### src/rtl/lsa_pkg.sv
// Shared types and constants of the lease slot allocator.
// Used by every module of the block; depends on nothing.
package lsa_pkg;

    localparam int MODE_W     = 2;
    localparam int QUERY_W    = 9;
    localparam int STATUS_W   = 2;
    localparam int ID_W       = 11;
    localparam int AGE_W      = 8;
    localparam int COUNT_W    = 10;
    localparam int LEASE_W    = 8;
    localparam int ID_BASE_W  = 10;
    localparam int CFG_ADDR_W = 1;
    localparam int CFG_DATA_W = 10;

    // Input item kinds.
    localparam logic [MODE_W-1:0] MODE_TICK  = 2'd0;
    localparam logic [MODE_W-1:0] MODE_ALLOC = 2'd1;
    localparam logic [MODE_W-1:0] MODE_QUERY = 2'd2;

    // Result kinds.
    localparam logic [STATUS_W-1:0] STATUS_GRANT = 2'd0;
    localparam logic [STATUS_W-1:0] STATUS_EMPTY = 2'd1;
    localparam logic [STATUS_W-1:0] STATUS_TICK  = 2'd2;
    localparam logic [STATUS_W-1:0] STATUS_QUERY = 2'd3;

    // Configuration register indexes.
    localparam logic [CFG_ADDR_W-1:0] CFG_LEASE   = 1'b0;
    localparam logic [CFG_ADDR_W-1:0] CFG_ID_BASE = 1'b1;

    localparam logic [LEASE_W-1:0]   LEASE_RESET   = 8'd14;
    localparam logic [ID_BASE_W-1:0] ID_BASE_RESET = 10'd89;

    // Free list commands from the sequencer.
    typedef struct packed {
        logic init_we;
        logic push;
        logic pop;
        logic rd_en;
    } t_fl_ctrl;

    // Enables of a simple dual-port memory.
    typedef struct packed {
        logic we;
        logic re;
    } t_mem_en;

endpackage

### src/rtl/lsa_free_list.sv
// Circular FIFO free list of slot indexes, with head, tail and fill count.
// Depends on lsa_pkg for the command struct.
module lsa_free_list #(
    parameter int NUM_SLOTS = 512
) (
    input  logic                            i_clk,
    input  logic                            i_rst_n,
    input  lsa_pkg::t_fl_ctrl               i_ctrl,
    input  logic [$clog2(NUM_SLOTS)-1:0]    i_init_addr,
    input  logic [$clog2(NUM_SLOTS)-1:0]    i_push_data,
    output logic [$clog2(NUM_SLOTS)-1:0]    o_head_data,
    output logic [$clog2(NUM_SLOTS+1)-1:0]  o_total,
    output logic                            o_empty,
    output logic                            o_full
);

    localparam int SLOT_W = $clog2(NUM_SLOTS);
    localparam int CNT_W  = $clog2(NUM_SLOTS + 1);
    localparam logic [SLOT_W-1:0] LAST_POS = SLOT_W'(NUM_SLOTS - 1);

    logic [SLOT_W-1:0] r_list [NUM_SLOTS];
    logic [SLOT_W-1:0] r_head;
    logic [SLOT_W-1:0] r_tail;
    logic [CNT_W-1:0]  r_total;
    logic [SLOT_W-1:0] r_rdata;

    assign o_empty     = (r_total == '0);
    assign o_full      = (r_total == CNT_W'(NUM_SLOTS));
    assign o_total     = r_total;
    assign o_head_data = r_rdata;

    // Initial contents are written by the clearing sweep after reset.
    always_ff @(posedge i_clk) begin
        if (i_ctrl.init_we) begin
            r_list[i_init_addr] <= i_init_addr;
        end else if (i_ctrl.push && !o_full) begin
            r_list[r_tail] <= i_push_data;
        end
        if (i_ctrl.rd_en) begin
            r_rdata <= r_list[r_head];
        end
    end

    always_ff @(posedge i_clk) begin
        if (!i_rst_n) begin
            r_head  <= '0;
            r_tail  <= '0;
            r_total <= CNT_W'(NUM_SLOTS);
        end else begin
            if (i_ctrl.push && !o_full) begin
                r_tail  <= (r_tail == LAST_POS) ? '0 : r_tail + 1'b1;
                r_total <= r_total + 1'b1;
            end else if (i_ctrl.pop && !o_empty) begin
                r_head  <= (r_head == LAST_POS) ? '0 : r_head + 1'b1;
                r_total <= r_total - 1'b1;
            end
        end
    end

endmodule

### config.mk
export PLATFORM = sky130hd
export DESIGN_NAME = lsa_free_list
export DESIGN_NICKNAME = d
export VERILOG_FILES = /design/src/rtl/lsa_pkg.sv /design/src/rtl/lsa_free_list.sv
export SDC_FILE = /design/constraint.sdc
export NUM_CORES = 2
export LEC_CHECK = 0
export BUFFER_PORTS_ARGS = -buffer_cell sky130_fd_sc_hd__buf_4
export CAP_MARGIN = 5
export CORE_MARGIN = 2
export CORE_UTILIZATION = 38
export CTS_BUF_LIST = sky130_fd_sc_hd__clkbuf_8 sky130_fd_sc_hd__clkbuf_16
export CTS_CLUSTER_DIAMETER = 120
export DETAILED_ROUTE_END_ITERATION = 10
export PLACE_DENSITY_LB_ADDON = 0.2
export SLEW_MARGIN = 20
export SYNTH_ARGS = -nofsm -noshare
export SYNTH_HDL_FRONTEND = slang
export SYNTH_MEMORY_MAX_BITS = 65536
export SYNTH_SLANG_ARGS = --single-unit
### constraint.sdc
create_clock -name i_clk -period 33 [get_ports i_clk]
set_clock_uncertainty 0.15 [all_clocks]
set_input_delay 6.6 -clock i_clk [delete_from_list [all_inputs] [get_ports i_clk]]
set_output_delay 6.6 -clock i_clk [all_outputs]
set_load 0.05 [all_outputs]
Word-level counts from Yosys, hierarchy flattened
Memory sizes are Yosys's and may differ from the RTL's. A register that Yosys moved wholly into a read port is not among the register bits.
Index checks and enable logic that the tools add are counted.

word-level totals
  register bits = 28
  latch bits = 0
  memory bits (writable) = 4,608
  ROM bits = 0
  input port bits = 24
  output and inout port bits = 21
  logic and storage cells = 32
  memories = 1

cells by class
  add/subtract/negate cells = 4
  multiply operators = 0
  divide/modulo/power cells = 0
  magnitude comparators = 0
  equality and inequality tests = 3
  shifts and indexed selects = 0
  mux-type cells = 12
  bitwise logic cells = 1
  reductions and logical operators = 8

memory list
  name    words  bits a word  read ports  clocked after memory_dff  wr ports  line                 text
  r_list  512    9            1           1                         1         lsa_free_list.sv:21  logic [SLOT_W-1:0] r_list [NUM_SLOTS];

operators by type and width
  cell                                                                  count
  9-bit two-way mux                                                     4
  10-bit two-way mux                                                    2
  9-bit by 1-bit adder with 9-bit output, second input constant         2
  9-bit equality test, second input constant                            2
  10-bit by 1-bit adder with 10-bit output, second input constant       1
  10-bit equality test, second input constant                           1
  10-bit logical NOT                                                    1
  10-bit by 1-bit subtractor with 10-bit output, second input constant  1
  9-bit OR reduction                                                    1
  1-bit two-way mux                                                     6
  1-bit logical AND                                                     2
  1-bit logical NOT                                                     2
  2-bit AND reduction                                                   1
  2-bit nonzero test                                                    1
  1-bit inverter                                                        1

Logic depth before layout (Yosys ltp)
  depth after elaboration = 8
  depth in mapped cells = 15
  gate-level depth less buffers = 13

Worst setup path before layout
Ideal clock, no wire load.

  kind = in2reg
  from = in i_ctrl[2] in the netlist's numbering
  to = mem r_list[0][2] in the netlist's numbering (data pin)
  library setup time = 4.171 ns
  data arrival time = 27.099 ns
  data required time = 28.679 ns
  setup slack = 1.580 ns
  stages = 5
  path buffers = 3
  cell sequence = and3b_1 buf_2 buf_1 clkbuf_1 o21ai_0

between the ends
  longest elaborated chain between the ends = 6

ends and longest elaborated chain
  element                                  line                 text
  from (decl)                              lsa_free_list.sv:8   input lsa_pkg::t_fl_ctrl i_ctrl,
  1-bit logical AND                        lsa_free_list.sv:36  end else if (i_ctrl.push && !o_full) begin
  1-bit two-way mux                        lsa_free_list.sv:36
  1-bit two-way mux                        lsa_free_list.sv:34  if (i_ctrl.init_we) begin
  1-bit two-way mux (not written as such)  lsa_free_list.sv:37  r_list[r_tail] <= i_push_data;
  9-bit OR reduction (no line)             --
  9-bit two-way mux (no line)              --
  to (decl)                                lsa_free_list.sv:21

No other way between the ends.

Worst setup path after layout
  from = in i_ctrl[2] in the netlist's numbering
  to = mem r_list[453][1] in the netlist's numbering (data pin)

The elaborated chain is that of the path after synthesis.

==> impl_metrics.py <==
metrics = {
    "setup_path": {
        "crit_top_cell": "buf_4",
        "critPathMaxFanout": 81,
        "worstSetupEndpointType": "flop",
        "crit_chain": "buf_4, and3b_2, nand2_1, nand2_4, buf_4, buf_4, buf_4",
        "required_ns": 33.48,
        "path_class": "input pin to flop",
        "critPathMaxStageDelay_ns": 0.91,
        "cp_top_family": "buffers and inverters",
        "crit_arrival_ns": 11.46,
        "critPathBufInv": 4,
        "startpoint_type": "input pin",
        "crit_slowest_cell": "buf_4",
    },
    "logic_synthesis": {
        "synth.avg_cell_area_um2": 20.8,
        "synth_cells": 8666,
        "ys_ff_latch": 4645,
        "synth_nets": 8703,
        "synthesis.area_um2": 181000,
        "async_flop_share_pct": 0,
        "synth-main-ff-cell": "edfxtp_1",
        "synth_edf_count": 4617,
        "seq_area_frac_synth_pct": 77.1,
        "yosys_warnings": 0,
        "synth.distinct_cells": 75,
    },
    "drt": {
        "drc": 0,
        "wire_per_inst_um": 36.1,
        "ant_nets": 0,
        "vias": 92022,
        "drt-total-wl_mm": 563,
        "drtPass1Iterations": 8,
        "vias_per_cell": 5.91,
        "drt_iter0_drc": 13553,
    },
    "sta": {
        "rsz0062_at_grt": "false",
        "fmaxAchievable_ghz": 0.0911,
        "finalSetupTns_ns": 0,
        "setup_violations": 0,
        "fin_crit_sh_pct": 33.3,
        "timing.final.hold_violations": 0,
        "fin_crit_ns": 10.98,
        "relSlewSlack_pct": 12.8,
        "report.final.slew_viol_count": 0,
        "worst_slew_pin_slew_ns": 1.30,
    },
    "power_and_ir_drop": {
        "intPower_w": 0.0103,
        "pwr-share-comb_pct": 11.9,
        "power_leakage_nw": 62.1,
        "p_clk_share_pct": 39.0,
        "switching_share_pct": 24.7,
        "pwr-share-seq_pct": 49.0,
        "power.density_nw_per_um2": 67.2,
        "vdd_drop_max_uv": 48.3,
        "p_switching_w": 0.00338,
    },
    "die": {
        "die_w_um": 693,
        "core_um2": 474000,
        "die_h_um": 693,
        "die_area_um2": 481000,
        "fp-row-count": 253,
        "ios": 45,
        "start_util_pct": 38.1,
    },
    "placement": {
        "dpl.hpwl_mm": 344,
        "gp_congestion": 0.893,
        "portBuffers": 44,
    },
    "hold_path": {
        "hold_class": "flop to flop",
    },
    "cts": {
        "clk_pin_slew_ns": 0.07,
        "cts_tree": "done",
        "clk_latency_ns": 1.04,
        "cts_hold_buf": 0,
        "clk_path_buf_depth": 4,
        "post-cts-setup-buffers": 0,
        "cts_root_buffer": "clkbuf_16",
        "cts_resized": 0,
        "cts_sinks": 4645,
        "htreeDepth": 5,
        "cts-buffers-inserted": 473,
    },
    "grt": {
        "grt_pass1_vias": 91975,
        "antenna_found_initial": 54,
        "grt_usage_pct": 23.0,
        "gr-total-overflow": 0,
        "grt_max_degree": 186,
        "grt_pass1_wl_mm": 774,
    },
    "finish": {
        "utilization_pct": 43.0,
        "areaGrowthSynthToFinish_pct": 12.9,
        "drive_gt1_share_pct": 23.8,
        "final_nets": 8939,
    },
    "run_status": {
        "status": "complete, no violations",
    },
    "run": {
        "maxCapViolCount": 0,
    },
}
==> synth_stat cells (8+ instances only) <==
| master | number | area [um2] |
|---|---|---|
| a211oi_1 | 16 | 120 |
| a21boi_0 | 8 | 60.1 |
| a21oi_1 | 115 | 576 |
| a221o_1 | 8 | 80.1 |
| a221oi_1 | 30 | 263 |
| a22oi_1 | 35 | 263 |
| a311oi_1 | 10 | 87.6 |
| a31oi_1 | 60 | 375 |
| and2_1 | 8 | 50.1 |
| and3_1 | 15 | 93.8 |
| buf_1 | 63 | 236 |
| buf_2 | 145 | 726 |
| buf_4 | 81 | 608 |
| buf_6 | 52 | 586 |
| clkbuf_1 | 171 | 642 |
| dfxtp_1 | 28 | 561 |
| edfxtp_1 | 4617 | 139000 |
| ha_1 | 12 | 150 |
| inv_1 | 16 | 60.1 |
| mux2_2 | 65 | 732 |
| mux2i_1 | 246 | 2460 |
| mux4_2 | 1096 | 24700 |
| nand2_1 | 364 | 1370 |
| nand3_1 | 51 | 255 |
| nand3b_1 | 9 | 67.6 |
| nand4_1 | 16 | 100 |
| nor2_1 | 787 | 2950 |
| nor2b_1 | 12 | 75.1 |
| nor3_1 | 29 | 145 |
| nor4_1 | 13 | 81.3 |
| o211ai_1 | 17 | 128 |
| o21ai_0 | 125 | 626 |
| o221ai_1 | 87 | 762 |
| o22ai_1 | 110 | 688 |
| o31ai_1 | 12 | 90.1 |
| xnor2_1 | 12 | 105 |
==> worst paths after layout <==
kind | to | slack (ns) | from | cells after the start
worst max register to register | o_head_data[7]$_DFFE_PP_ | 25.72 | r_head[0]$_SDFFE_PN0P_ | 11
worst min register to register | r_tail[8]$_SDFFE_PN0P_ | 0.38 | r_tail[8]$_SDFFE_PN0P_ | 2
worst min-delay path | r_tail[8]$_SDFFE_PN0P_ | 0.38 | r_tail[8]$_SDFFE_PN0P_ | 2
worst max-delay path | r_list[453][1]$_DFFE_PP_ | 22.02 | i_ctrl[2] | 7
==> cell families (layout without fill, tap and decap cells) <==
logic type               count (synthesis)  after routing  share of synthesized area, %
AND/OR/NAND/NOR                       1337           1337                          3.00
buffers and inverters                  539           1177                          1.66
XOR/XNOR                                19             19                        0.0922
AO/OA/AOI/OAI                          706            706                          2.62
flip-flops                            4645           4645                          77.1
multiplexers                          1407           1407                          15.4
adder cells (fa/ha/maj)                 13             13                        0.0942
other                                    0             22                             0
==> worst reg2reg max path: stages, from the launching register on <==
cell	delay (ns)
dfxtp_4	0.84
buf_4	0.74
buf_4	0.66
buf_12	0.59
buf_4	0.75
mux4_2	0.70
o22a_1	0.24
nor2_1	0.21
nor4_1	0.10
nor3_1	0.94
a211oi_2	0.38
or3_1	0.62
==> power by group through the flow <==
stage / combinational, W / sequential [W] / clock (W)
final: 0.00163 / 0.00673 / 0.00535
after detailed placement: 0.00165 / 0.00685 / 0
after global routing: 0.00172 / 0.00672 / 0.00566
after CTS: 0.00165 / 0.00673 / 0.00543
after global placement: 0.00164 / 0.00685 / 0
after floorplan: 0.00104 / 0.00708 / 0
==> stage by stage <==
| step | area, um2 | instances | power, W | setup slack (ns) | hold slack (ns) |
|---|---|---|---|---|---|
| 3_5_place_dp | 188000 | 14669 | 0.00850 | 20.94 | 0.355 |
| 5_1_grt | 204000 | 15560 | 0.0141 | 21.79 | 0.397 |
| 2_1_floorplan | 181000 | 8666 | 0.00812 | 1.58 | 0.311 |
| 3_3_place_gp | 188000 | 14669 | 0.00849 | 21.03 | 0.335 |
| 4_1_cts | 204000 | 15546 | 0.0138 | 22.05 | 0.365 |
| 6_report | 204000 | 15573 | 0.0137 | 22.02 | 0.377 |
==> cell usage in the layout, fill, tap and decap left out, drive strengths merged, types with 16 or more instances in the layout <==
master	instances
a22oi	35
o21ai	132
diode	22
nand2	364
nand3	51
o221ai	87
clkbuf	478
mux2	65
nand4	16
nor2	788
clkinv	217
mux2i	246
nor3	29
clkinvlp	20
edfxtp	4617
bufinv	55
a211oi	16
a31oi	60
mux4	1096
buf	281
dfxtp	28
o22ai	110
inv	126
a221oi	30
a21oi	115
o211ai	17
==> layer usage <==
| layer | global-route usage, % | vias to the layer above | routed length (um) |
|---|---|---|---|
| li1 | - | 36453 | - |
| met5 | 0 | - | 119 |
| met2 | 35.5 | 5233 | 259000 |
| met3 | 5.28 | 887 | 54800 |
| met4 | 8.81 | 16 | 23100 |
| met1 | 32.0 | 49433 | 225000 |
==> registers in the layout, indices dropped and copies added, names as in the netlist <==
name,flops
r_head,9
r_tail,9
o_total,10
o_head_data,9
r_list,4608
==> final cells by class <==
class                      instances  area (um2)
clock buffer                     478       11900
fill                           40290      270000
timing repair buffer             281        2490
tap                             6247        7820
multi-input combinational       3482       38800
antenna                           22        55.1
sequential                      4645      139000
clock inverter                   399        3550
inverter                          19        92.6
(Power assumes the default switching activity.)
